$ cat src/rtl/tef_pkg.sv
`default_nettype none

package tef_pkg;

    localparam int QUEUE_DEPTH = 16;
    localparam int PTR_W       = $clog2(QUEUE_DEPTH);
    localparam int CNT_W       = $clog2(QUEUE_DEPTH + 1);

    localparam int ACT_W   = 2;
    localparam int TYPE_W  = 8;
    localparam int TAG_W   = 32;
    localparam int TIME_W  = 32;
    localparam int STAT_W  = 2;
    localparam int FILL_W  = 5;

    localparam logic [ACT_W-1:0] ACT_TICK = 2'd0;
    localparam logic [ACT_W-1:0] ACT_ADD  = 2'd1;
    localparam logic [ACT_W-1:0] ACT_GET  = 2'd2;

    localparam logic [STAT_W-1:0] ST_OK    = 2'd0;
    localparam logic [STAT_W-1:0] ST_FULL  = 2'd1;
    localparam logic [STAT_W-1:0] ST_EMPTY = 2'd2;

    typedef struct packed {
        logic [TYPE_W-1:0] ev_type;
        logic [TAG_W-1:0]  tag;
        logic [TIME_W-1:0] stamp;
    } tef_entry_t;

    typedef struct packed {
        logic load_in;
        logic exec;
    } tef_cmd_t;

    function automatic logic [PTR_W-1:0] ptr_inc(input logic [PTR_W-1:0] p);
        logic [PTR_W-1:0] r;
        if (p == PTR_W'(QUEUE_DEPTH - 1))
        begin
            r = '0;
        end
        else
        begin
            r = p + PTR_W'(1);
        end
        return r;
    endfunction

endpackage

`default_nettype wire

$ cat src/rtl/timestamped_event_fifo.sv
// an accepted item goes to the input registers, then executes once the output is free
// execute loads the result registers; no new item is taken before the last has executed
// in_stall rises for the execute cycle and holds while a finished result is not taken
// reset: asynchronous active-low, empties the queue and clears pointers and seconds counter
// event memory contents are not cleared by reset
`default_nettype none

module timestamped_event_fifo (
    input  wire logic                           clk,
    input  wire logic                           rst_n,
    input  wire logic                           in_valid,
    output logic                                in_stall,
    input  wire logic [tef_pkg::ACT_W-1:0]      action,
    input  wire logic [tef_pkg::TYPE_W-1:0]     event_type,
    input  wire logic [tef_pkg::TAG_W-1:0]      tag_id,
    output logic                                out_valid,
    input  wire logic                           out_stall,
    output logic      [tef_pkg::STAT_W-1:0]     status,
    output logic                                event_valid,
    output logic      [tef_pkg::TYPE_W-1:0]     out_type,
    output logic      [tef_pkg::TAG_W-1:0]      out_tag,
    output logic      [tef_pkg::TIME_W-1:0]     age_seconds,
    output logic      [tef_pkg::FILL_W-1:0]     fill_count
);

    tef_pkg::tef_cmd_t cmd;

    tef_ctrl u_ctrl (
        .clk       (clk),
        .rst_n     (rst_n),
        .in_valid  (in_valid),
        .in_stall  (in_stall),
        .out_valid (out_valid),
        .out_stall (out_stall),
        .cmd       (cmd)
    );

    tef_dp u_dp (
        .clk         (clk),
        .rst_n       (rst_n),
        .cmd         (cmd),
        .action      (action),
        .event_type  (event_type),
        .tag_id      (tag_id),
        .status      (status),
        .event_valid (event_valid),
        .out_type    (out_type),
        .out_tag     (out_tag),
        .age_seconds (age_seconds),
        .fill_count  (fill_count)
    );

    a_accept_then_busy: assert property (@(posedge clk) disable iff (!rst_n)
        (in_valid && !in_stall) |=> (in_stall && cmd.exec == 1'b0 || in_stall))
        else $error("input accepted without entering execute");

    a_exec_sets_valid: assert property (@(posedge clk) disable iff (!rst_n)
        cmd.exec |=> out_valid)
        else $error("executed item did not produce a result");

    a_event_ok: assert property (@(posedge clk) disable iff (!rst_n)
        (out_valid && event_valid) |-> (status == tef_pkg::ST_OK))
        else $error("returned event with non-ok status");

    a_full_count: assert property (@(posedge clk) disable iff (!rst_n)
        (out_valid && status == tef_pkg::ST_FULL)
            |-> (fill_count == tef_pkg::FILL_W'(tef_pkg::QUEUE_DEPTH)))
        else $error("full status with queue not full");

    a_empty_count: assert property (@(posedge clk) disable iff (!rst_n)
        (out_valid && status == tef_pkg::ST_EMPTY) |-> (fill_count == '0 && !event_valid))
        else $error("empty status with events held");

endmodule

`default_nettype wire

$ cat src/rtl/tef_ctrl.sv
`default_nettype none

module tef_ctrl (
    input  wire logic              clk,
    input  wire logic              rst_n,
    input  wire logic              in_valid,
    output logic                   in_stall,
    output logic                   out_valid,
    input  wire logic              out_stall,
    output tef_pkg::tef_cmd_t      cmd
);

    localparam logic ST_IDLE = 1'b0;
    localparam logic ST_EXEC = 1'b1;

    logic state_reg;
    logic state_next;
    logic out_valid_reg;
    logic out_valid_next;
    logic out_free;

    assign in_stall  = (state_reg != ST_IDLE);
    assign out_valid = out_valid_reg;
    assign out_free  = !out_valid_reg || !out_stall;

    always_comb
    begin
        state_next     = state_reg;
        out_valid_next = out_valid_reg;
        cmd.load_in    = 1'b0;
        cmd.exec       = 1'b0;
        if (out_valid_reg && !out_stall)
        begin
            out_valid_next = 1'b0;
        end
        unique case (state_reg)
            ST_IDLE:
            begin
                if (in_valid)
                begin
                    cmd.load_in = 1'b1;
                    state_next  = ST_EXEC;
                end
            end
            ST_EXEC:
            begin
                if (out_free)
                begin
                    cmd.exec       = 1'b1;
                    out_valid_next = 1'b1;
                    state_next     = ST_IDLE;
                end
            end
            default:
            begin
                state_next = ST_IDLE;
            end
        endcase
    end

    always_ff @(posedge clk or negedge rst_n)
    begin
        if (!rst_n)
        begin
            state_reg     <= ST_IDLE;
            out_valid_reg <= 1'b0;
        end
        else
        begin
            state_reg     <= state_next;
            out_valid_reg <= out_valid_next;
        end
    end

endmodule

`default_nettype wire

$ cat src/rtl/tef_dp.sv
`default_nettype none

module tef_dp (
    input  wire logic                           clk,
    input  wire logic                           rst_n,
    input  wire tef_pkg::tef_cmd_t              cmd,
    input  wire logic [tef_pkg::ACT_W-1:0]      action,
    input  wire logic [tef_pkg::TYPE_W-1:0]     event_type,
    input  wire logic [tef_pkg::TAG_W-1:0]      tag_id,
    output logic      [tef_pkg::STAT_W-1:0]     status,
    output logic                                event_valid,
    output logic      [tef_pkg::TYPE_W-1:0]     out_type,
    output logic      [tef_pkg::TAG_W-1:0]      out_tag,
    output logic      [tef_pkg::TIME_W-1:0]     age_seconds,
    output logic      [tef_pkg::FILL_W-1:0]     fill_count
);

    tef_pkg::tef_entry_t mem [tef_pkg::QUEUE_DEPTH];
    tef_pkg::tef_entry_t rd_data_reg;
    tef_pkg::tef_entry_t wr_entry;
    logic                mem_we;

    logic [tef_pkg::ACT_W-1:0]  act_reg;
    logic [tef_pkg::TYPE_W-1:0] type_in_reg;
    logic [tef_pkg::TAG_W-1:0]  tag_in_reg;

    logic [tef_pkg::PTR_W-1:0]  rd_ptr_reg;
    logic [tef_pkg::PTR_W-1:0]  rd_ptr_next;
    logic [tef_pkg::PTR_W-1:0]  wr_ptr_reg;
    logic [tef_pkg::PTR_W-1:0]  wr_ptr_next;
    logic [tef_pkg::CNT_W-1:0]  count_reg;
    logic [tef_pkg::CNT_W-1:0]  count_next;
    logic [tef_pkg::TIME_W-1:0] secs_reg;
    logic [tef_pkg::TIME_W-1:0] secs_next;

    logic [tef_pkg::STAT_W-1:0] res_status;
    logic                       res_valid;
    logic [tef_pkg::TYPE_W-1:0] res_type;
    logic [tef_pkg::TAG_W-1:0]  res_tag;
    logic [tef_pkg::TIME_W-1:0] res_age;

    logic [tef_pkg::STAT_W-1:0] status_reg;
    logic                       event_valid_reg;
    logic [tef_pkg::TYPE_W-1:0] out_type_reg;
    logic [tef_pkg::TAG_W-1:0]  out_tag_reg;
    logic [tef_pkg::TIME_W-1:0] age_reg;
    logic [tef_pkg::FILL_W-1:0] fill_reg;

    always_comb
    begin
        rd_ptr_next = rd_ptr_reg;
        wr_ptr_next = wr_ptr_reg;
        count_next  = count_reg;
        secs_next   = secs_reg;
        mem_we      = 1'b0;
        wr_entry    = '{ev_type: type_in_reg, tag: tag_in_reg, stamp: secs_reg};
        res_status  = tef_pkg::ST_OK;
        res_valid   = 1'b0;
        res_type    = '0;
        res_tag     = '0;
        res_age     = '0;
        if (cmd.exec)
        begin
            case (act_reg)
                tef_pkg::ACT_TICK:
                begin
                    secs_next = secs_reg + tef_pkg::TIME_W'(1);
                end
                tef_pkg::ACT_ADD:
                begin
                    if (count_reg == tef_pkg::CNT_W'(tef_pkg::QUEUE_DEPTH))
                    begin
                        res_status = tef_pkg::ST_FULL;
                    end
                    else
                    begin
                        // an add to an empty queue restarts the clock
                        if (count_reg == '0)
                        begin
                            secs_next      = '0;
                            wr_entry.stamp = '0;
                        end
                        mem_we      = 1'b1;
                        wr_ptr_next = tef_pkg::ptr_inc(wr_ptr_reg);
                        count_next  = count_reg + tef_pkg::CNT_W'(1);
                    end
                end
                tef_pkg::ACT_GET:
                begin
                    if (count_reg == '0)
                    begin
                        res_status = tef_pkg::ST_EMPTY;
                    end
                    else
                    begin
                        res_valid   = 1'b1;
                        res_type    = rd_data_reg.ev_type;
                        res_tag     = rd_data_reg.tag;
                        res_age     = secs_reg - rd_data_reg.stamp;
                        rd_ptr_next = tef_pkg::ptr_inc(rd_ptr_reg);
                        count_next  = count_reg - tef_pkg::CNT_W'(1);
                        if (count_reg == tef_pkg::CNT_W'(1))
                        begin
                            secs_next = '0;
                        end
                    end
                end
                default:
                begin
                    res_status = tef_pkg::ST_OK;
                end
            endcase
        end
    end

    always_ff @(posedge clk)
    begin
        if (mem_we)
        begin
            mem[wr_ptr_reg] <= wr_entry;
        end
        rd_data_reg <= mem[rd_ptr_reg];
    end

    always_ff @(posedge clk)
    begin
        if (cmd.load_in)
        begin
            act_reg     <= action;
            type_in_reg <= event_type;
            tag_in_reg  <= tag_id;
        end
        if (cmd.exec)
        begin
            status_reg      <= res_status;
            event_valid_reg <= res_valid;
            out_type_reg    <= res_type;
            out_tag_reg     <= res_tag;
            age_reg         <= res_age;
            fill_reg        <= tef_pkg::FILL_W'(count_next);
        end
    end

    always_ff @(posedge clk or negedge rst_n)
    begin
        if (!rst_n)
        begin
            rd_ptr_reg <= '0;
            wr_ptr_reg <= '0;
            count_reg  <= '0;
            secs_reg   <= '0;
        end
        else
        begin
            rd_ptr_reg <= rd_ptr_next;
            wr_ptr_reg <= wr_ptr_next;
            count_reg  <= count_next;
            secs_reg   <= secs_next;
        end
    end

    assign status      = status_reg;
    assign event_valid = event_valid_reg;
    assign out_type    = out_type_reg;
    assign out_tag     = out_tag_reg;
    assign age_seconds = age_reg;
    assign fill_count  = fill_reg;

endmodule

`default_nettype wire

$ cat config.mk
export PLATFORM = sky130hd
export DESIGN_NAME = timestamped_event_fifo
export DESIGN_NICKNAME = d
export VERILOG_FILES = /design/src/rtl/tef_pkg.sv /design/src/rtl/timestamped_event_fifo.sv /design/src/rtl/tef_ctrl.sv /design/src/rtl/tef_dp.sv
export SDC_FILE = /design/constraint.sdc
export NUM_CORES = 1
export LEC_CHECK = 0
export BUFFER_PORTS_ARGS = -buffer_cell sky130_fd_sc_hd__buf_2
export CAP_MARGIN = 20
export CORE_MARGIN = 2
export CORE_UTILIZATION = 23
export DETAILED_ROUTE_END_ITERATION = 6
export GPL_ROUTABILITY_DRIVEN = 0
export PLACE_DENSITY = 0.47
export SYNTH_ARGS = -nofsm -noshare
export SYNTH_HDL_FRONTEND = slang
export SYNTH_SLANG_ARGS = --single-unit
$ cat constraint.sdc
create_clock -name clk -period 14.3 [get_ports clk]
set_clock_uncertainty 0.1 [all_clocks]
set_input_delay 2.86 -clock clk [delete_from_list [all_inputs] [get_ports clk]]
set_output_delay 2.86 -clock clk [all_outputs]
set_load 0.01 [all_outputs]
After elaboration in Yosys (flattened, before gate mapping)
Memories as Yosys holds them, arrays and structs flattened. A register that Yosys moved wholly into a read port is not among the register bits.
Index checks and enable logic that the tools add are counted.
{"block": "word_totals", "register_bits": 169, "in_bits": 46, "memories": 1, "mem_bits_rw": 1152, "output_inout_bits": 82}
{"name": "u_dp.mem", "depth": 16, "width": 72, "rd": 1, "rd_ports_with_merged_regs": 1, "wr": 1, "line_no": "tef_dp.sv:18", "text": "tef_pkg::tef_entry_t mem [tef_pkg::QUEUE_DEPTH];"}
{"block": "op_classes", "n_eq_ne": 8, "add_sub_neg": 6, "bitwise": 4, "n_reduce_logical": 11, "mux": 31}
{"cell": "$mux 32", "n": 6}
{"cell": "$pmux 32 s3", "n": 1}
{"cell": "$add 32x1->32 const B", "n": 1}
{"cell": "$sub 32x32->32", "n": 1}
{"cell": "$mux 1", "n": 15}
{"cell": "$mux 5", "n": 3}
{"cell": "$pmux 5 s2", "n": 1}
{"cell": "$add 4x1->4 const B", "n": 2}
{"cell": "$eq 4x4->1 const B", "n": 2}
{"cell": "$mux 4", "n": 2}
{"cell": "$reduce_and 3->1", "n": 2}
{"cell": "$add 5x1->5 const B", "n": 1}
{"cell": "$eq 5x1->1 const B", "n": 1}
{"cell": "$eq 5x5->1 const B", "n": 1}
{"cell": "$logic_not 5->1", "n": 1}
{"cell": "$sub 5x1->5 const B", "n": 1}
{"cell": "$not 1->1", "n": 4}
{"cell": "$pmux 2 s2", "n": 1}
{"cell": "$reduce_and 4->1", "n": 1}
{"cell": "$reduce_bool 3->1", "n": 1}
{"cell": "$eq 2x1->1 const B", "n": 1}
{"cell": "$eq 2x2->1 const B", "n": 1}
{"cell": "$logic_not 1->1", "n": 2}
{"cell": "$logic_not 2->1", "n": 1}
{"cell": "other kinds (7)", "n": 7}

Logic depth before layout (Yosys ltp)
Gate-level depths: netlist of the first run.
{"block": "depth", "word_depth": 7, "ltp_mapped": 11, "depth_no_buf": 10}

Cells and area by module
From an unflattened synthesis of the first run, not the netlist that was laid out.
{"block": "hier_totals", "hier_cells": 3044, "hier_area_um2": 54240.8}
{"mod": "tef_dp", "cells_each": 3038, "area_each_um2": 54156.9, "instances": 1}
{"mod": "tef_ctrl", "cells_each": 6, "area_each_um2": 83.8, "instances": 1}

Worst setup path before layout of the first run
OpenSTA, ideal clock, no wires.
{"block": "synth_path", "path_kind": "input to register", "startpoint": "input out_stall", "endpoint": "memory u_dp.mem[10][0] (netlist name), enable pin", "setup_time_ns": 0.438, "path_stages": 6, "setup_slack_ns": 7.278, "arrival_time_ns": 6.484, "path_buffers": 0, "cell_sequence": "nand2_1 nand2_1 clkinv_1 nand3_1 nor3b_1 and2_1"}
{"item": "start, declared", "line_no": "timestamped_event_fifo.sv:17", "text": "input wire logic out_stall,"}
{"item": "end, declared", "line_no": "tef_dp.sv:18"}

==> metrics.txt, run 1 <==
share of layout cells above drive strength 1 27.5%; boundary pin count 128; top-area cell type share of the netlist area 71.5%; CTS clk-pin slew, worst paths 0.06 ns; number of cells on the worst reg-to-reg path 9; initial core utilization 23.1%; post-synthesis sequential area ratio 76.4%; vias in the first global route 26,150; Hold Vio Cnt, Final 0; routed length per instance 22.9 um; cell area after synthesis 0.0535 mm2; Reg2Reg Setup Slack 10.18 ns; area leader, netlist edfxtp_1; Syn Nets 2,602; crit path launch type primary input; clock tree root driver cell clkbuf_16; global-route wire length before repair 195 mm; leakage 20.8 nW; fin util 27.1%; end of the critical path u_dp.mem[3][44]; GRT overflow 0; DP HPWL 76.6 mm; gr usage total 11.3%; Setup Fix Bufs, Post-CTS 0; core footprint 0.232 mm2; I/O Buffers 127; routed via count 25,097; # resized after CTS 0; die width 486 um; Hold Path Class reg -> reg; maxcap violations 0; Yosys cell types 72; commonest register cell after synthesis edfxtp_1; period utilization 41.0%; Nets 2,807; RSZ-0062 raised after global routing no; reg2reg start u_dp.count_reg[0]; slowest cell on the critical path buf_4; Worst-Margin Slew 1.17 ns; synth warn 0; Critical Path, Cell by Cell buf_2 -> nand2_1 -> nand2_1 -> inv_4 -> nand3_1 -> nor3_1 -> and2_4 -> buf_4; Final Max Tran Viols 0; FP Rows 177; hold buffer count at CTS 0; HP Start u_ctrl.out_valid; final worst setup slack 8.43 ns; DRT Pass-1 Iters 5; antenna viol nets, final 0; FF+latch count, synth 1,393; Peak Freq 170 MHz; DRT iter0 DRCs 2,210; max reg flops 1,152; CTS tree built; critical path depth in cells 8; Post-Place Worst Slack 7.54 ns; drt total wl 135 mm; Power Dens Cells 189 mW/mm2; Inserted Clock Buffers 154; via/cell ratio 4.26; die area 0.237 mm2; post-route cell area 0.0629 mm2; peak fanout along the critical path 43; Chip Height 486 um; Top delay family on crit path simple AND/OR/NAND/NOR gates; initial antenna violation count 17; status completed; leading post-synthesis cells by cell area edfxtp_1, mux4_2, dfxtp_1, dfrtp_1, ha_1; area growth from synthesis to layout 17.6%; Crit path arrival time 6.15 ns; Worst VDD drop 0.265 mV; largest net degree at the start of global routing 98; CP most frequent cell nand2_1; count of final setup violators 0; Mean Syn Cell Area 21.3 um2; drt drc 0; worst skew pair latency 0.78 ns; Max H-tree Level 4; endpoint class of the critical path flip-flop; Req. time, crit path 14.58 ns; clk buf depth 3; number of synthesized flops with an enable pin 1,274; minimum clock period 5.87 ns; clock sinks 1,393; Setup CP Type in -> reg; Critical path buffers and inverters 3; Crit path largest cell delay 0.77 ns; ys async rst share 3.37%; FF-to-FF End u_dp.mem[7][48]; placed instance area 0.0579 mm2; cell count after synthesis 2,511; Slew headroom 21.9%; TNS Setup 0 ns; CP startpoint out_stall
[synthesized netlist by cell type (3+ instances only)]
library cell and instances:
o22ai_1 5, ha_1 44, xnor2_1 18, buf_1 3, a21o_1 18, clkbuf_2 3
or4_1 3, nand2b_1 7, dfxtp_1 72, or2_2 6, o21ai_1 3, xor2_1 18
nand4_1 14, nand2_1 52, a31oi_1 15, and4_1 5, clkbuf_1 75, nor2b_1 6
mux4_2 360, a21oi_1 42, or3_1 5, o31ai_1 5, edfxtp_1 1274, o21ai_0 42
o211ai_1 6, nor3_1 17, o21a_1 8, buf_2 36, a22o_1 5, dfrtp_1 47
and3_1 54, nand3_1 29, inv_1 48, nor2_1 66, and2_1 49, mux2i_1 6
[power by group]
group          switching, mW  internal (mW)  leakage (nW)
clock network           1.62           2.31          2.43
logic                   1.50           1.23          4.97
registers              0.317           4.90          13.4
[per-stage QoR]
stage          hold slack, ns  power [mW]  cells
3_3_place_gp            0.417        8.13   5603
6_report                0.416        11.9   5895
3_5_place_dp            0.404        8.12   5603
5_1_grt                 0.454        12.4   5892
2_1_floorplan           0.384        7.05   2511
4_1_cts                 0.419        12.1   5891
[cells in the final DEF, fill, tap and decap left out, types with 48 or more instances in the layout]
cell,n
nor2_1,66
inv_1,48
edfxtp_1,1274
and3_1,54
clkbuf_1,58
clkbuf_16,159
buf_2,127
nand2_1,51
mux4_2,360
dfxtp_1,72
[worst register-to-register path: stages, from the launching register on]
cell     delay (ns)
dfrtp_1        0.46
inv_1          0.10
ha_1           0.25
nand3_1        0.31
nand2_1        0.17
nor2_1         0.40
nand2_1        0.17
nor2_1         0.23
and2_4         0.55
buf_4          0.91
[logic make-up (layout without fill, tap and decap cells)]
| family | after synthesis | in the layout | share of synthesized area (%) |
|---|---|---|---|
| adders and majority gates | 45 | 45 | 1.07 |
| AOI/OAI and AO/OA | 177 | 177 | 2.20 |
| buffers and inverters | 168 | 505 | 1.28 |
| muxes | 368 | 368 | 15.3 |
| and+or+nand+nor | 324 | 324 | 3.20 |
| DFF | 1393 | 1393 | 76.4 |
| xor gates and xnor gates | 36 | 36 | 0.589 |
| other | 0 | 4 | 0 |
[final cells by class]
type	instances	area (um2)
flip-flops and latches	1393	40900
well taps	3043	3810
inverters	50	190
clock buffers	230	4380
repair buffers	167	961
fillers	23039	169000
clock inverters	58	682
multi-input cells	950	12000
diodes	4	10.0
[worst min-delay path by stage]
stage                              endpoint  slack, ns  cells after the start
final                      u_ctrl.out_valid       0.42                      2
after global routing       u_ctrl.out_valid       0.45                      2
after CTS                  u_ctrl.out_valid       0.42                      2
after detailed placement   u_ctrl.out_valid       0.40                      2
after global placement     u_dp.out_type[6]       0.42                      1
after floorplan           u_dp.secs_reg[28]       0.38                      1
[layer usage]
layer	up-vias	GRT usage [%]	wire, um
met5	-	0	0
met1	13463	15.6	60800
li1	10818	-	-
met4	0	3.05	2870
met3	158	2.34	7650
met2	658	18.2	63900
No activity file was read; power rests on OpenSTA's default activity.
==> run 2: changes to the inputs <==
Clock period 14.3 ns to 6 ns, I/O delays scaled along.
==> run 2 against run 1 <==
Net effect: core utilization is 0.096 points higher; final cell count hardly changed; power is 140% higher; critical path depth stayed put; sequential power is 140% higher; routed wire length is 2.3% higher; design area is 0.35% higher; worst setup slack worse by 6.3 ns; combinational power is 140% higher; flip-flop and latch count stayed put; clock power is 140% higher; count of clock-buffer cells in the layout is 29 lower; largest power group unchanged; highest routed layer unchanged.
==> metrics.txt, run 2 (synthesized netlist as in run 1, its figures left out) <==
area growth from synthesis to layout 18.0% (was 17.6%); DRT iter0 DRCs 2,688 (was 2,210); FP Rows 177 (unchanged); count of final setup violators 0 (unchanged); peak fanout along the critical path 37 (was 43); worst skew pair latency 0.78 ns (about the same); hold buffer count at CTS 0 (unchanged); Final Non-Filler Cells 5,891 (was 5,895); global-route wire length before repair 199 mm (was 195 mm); initial antenna violation count 13 (was 17); Setup Fix Bufs, Post-CTS 0 (unchanged); CTS tree built (unchanged); largest net degree at the start of global routing 87 (was 98); routed length per instance 23.5 um (was 22.9 um); Critical Path, Cell by Cell inv_1 -> ha_1 -> nand2_1 -> nor2_1 -> nand2_1 -> nor2_1 -> and2_4 -> buf_4 (was buf_2 -> nand2_1 -> nand2_1 -> inv_4 -> nand3_1 -> nor3_1 -> and2_4 -> buf_4); share of layout cells above drive strength 1 28.3% (was 27.5%); Inserted Clock Buffers 147 (was 154); RSZ-0062 raised after global routing no (unchanged); die width 486 um (unchanged); clock sinks 1,393 (unchanged); initial core utilization 23.1% (unchanged); reg2reg start u_dp.act_reg[1] (was u_dp.count_reg[0]); commonest non-fill, non-tap cell in the layout edfxtp_1 (unchanged); die area 0.237 mm2 (unchanged); Worst-Margin Slew 1.04 ns (was 1.17 ns); boundary pin count 128 (unchanged); period utilization 63.9%; Reg2Reg Setup Slack 2.17 ns (was 10.18 ns); Req. time, crit path 6.35 ns (was 14.58 ns); Hold Path Class reg -> reg (unchanged); routed via count 25,344 (was 25,097); # resized after CTS 0 (unchanged); most frequent cells in the layout edfxtp_1, mux4_2, clkbuf_16, buf_2, dfxtp_1 (unchanged); HP Start u_ctrl.out_valid (unchanged); status completed (unchanged); Crit path arrival time 4.18 ns (was 6.15 ns); Final Max Tran Viols 0 (unchanged); TNS Setup 0 ns (unchanged); I/O Buffers 127 (unchanged); Worst VDD drop 0.315 mV (was 0.265 mV); Chip Height 486 um (unchanged); antenna viol nets, final 0 (unchanged); core footprint 0.232 mm2 (unchanged); Hold Vio Cnt, Final 0 (unchanged); Crit path largest cell delay 0.82 ns (was 0.77 ns); DP HPWL 80.2 mm (was 76.6 mm); minimum clock period 3.83 ns; DP Cell Count 5,613 (was 5,603); max reg flops 1,152 (unchanged); drt drc 0 (unchanged); clock tree root driver cell clkbuf_16 (unchanged); Max H-tree Level 4 (unchanged); CTS clk-pin slew, worst paths 0.06 ns (about the same); leakage 20.9 nW (was 20.8 nW); Nets 2,811 (was 2,807); gr usage total 11.6% (was 11.3%); Setup CP Type reg -> reg (was in -> reg); DRT Pass-1 Iters 6 (was 5); clk buf depth 3 (unchanged); Slew headroom 30.8% (was 21.9%); Peak Freq 261 MHz; WHS Endpoint u_ctrl.out_valid (unchanged); drt total wl 138 mm (was 135 mm); crit path launch type flip-flop (was primary input); WHS Path Cells 2 (unchanged); slowest cell on the critical path and2_4 (was buf_4); GRT overflow 0 (unchanged); maxcap violations 0 (unchanged); via/cell ratio 4.30 (was 4.26); vias in the first global route 26,413 (was 26,150); Power Dens Cells 450 mW/mm2 (was 189 mW/mm2); number of cells on the worst reg-to-reg path 8 (was 9); endpoint class of the critical path flip-flop (unchanged); FF-to-FF End u_dp.mem[6][44] (was u_dp.mem[7][48])
## run 2: changes by cell type in the layout (fill, tap and decap cells not counted), moves of 2 or more
cell | before | now
inv_16 | 0 | 2
clkbuf_16 | 159 | 152
bufinv_16 | 10 | 14
clkinv_1 | 22 | 17
buf_4 | 38 | 32
buf_12 | 2 | 19
clkbuf_1 | 58 | 37
clkinv_2 | 9 | 23
## run 2: final cells by class
type                            instances  area [um2]
Fill cell                           23110      169000
Sequential cell                      1393       40900
Multi-Input combinational cell        950       12000
Clock buffer                          201        4110
Tap cell                             3043        3810
Timing Repair Buffer                  178        1260
Clock inverter                         72         881
Inverter                               50         190
Antenna cell                            4        10.0
## run 2: stage by stage
step                      area [um2]  total power, mW  worst slack, ns  util, %  hold slack (ns)
after floorplan                53500             16.8            0.638        -            0.384
after global placement         58100             19.5             1.67     25.1            0.421
after detailed placement       58200             19.5             1.61     25.1            0.402
after CTS                      63100             28.9             2.16     27.2            0.418
after global routing           63200             29.7             1.91     27.2            0.438
final                          63200             28.4             2.17     27.2            0.416
## run 2: power by group
part | switching (mW) | total (mW) | internal (mW)
Sequential | 0.814 | 12.5 | 11.7
Combinational | 3.64 | 6.60 | 2.96
Clock | 3.88 | 9.33 | 5.45
Total | 8.33 | 28.4 | 20.1
## run 2: worst max path at each step
stage,start,end,slack [ns]
after floorplan,out_stall,u_dp.mem[10][0],0.64
after global placement,out_stall,u_dp.mem[6][56],1.67
after detailed placement,out_stall,u_dp.mem[6][45],1.61
after CTS,u_dp.act_reg[1],u_dp.mem[6][44],2.16
after global routing,u_dp.act_reg[1],u_dp.mem[6][43],1.91
final,u_dp.act_reg[1],u_dp.mem[6][44],2.17
## run 2: worst max-delay path, delay by kind of cell, from the launching register on
kind | cells | cell delay (ns)
buffers and inverters | 2 | 0.50
DFF | 1 | 0.43
and+or+nand+nor | 5 | 1.87
adders and majority gates | 1 | 0.60
## run 2: metal layers
layer  part of all wire [%]  up-vias  routed length, um  global-route usage (%)
met5                      0        -                  0                       0
met4                    1.4        0               1950                    2.32
met3                    4.8      154               6670                    1.98
met2                     47      649              65100                    18.2
met1                     47    13707              64700                    16.8
li1                       -    10834                  -                       -
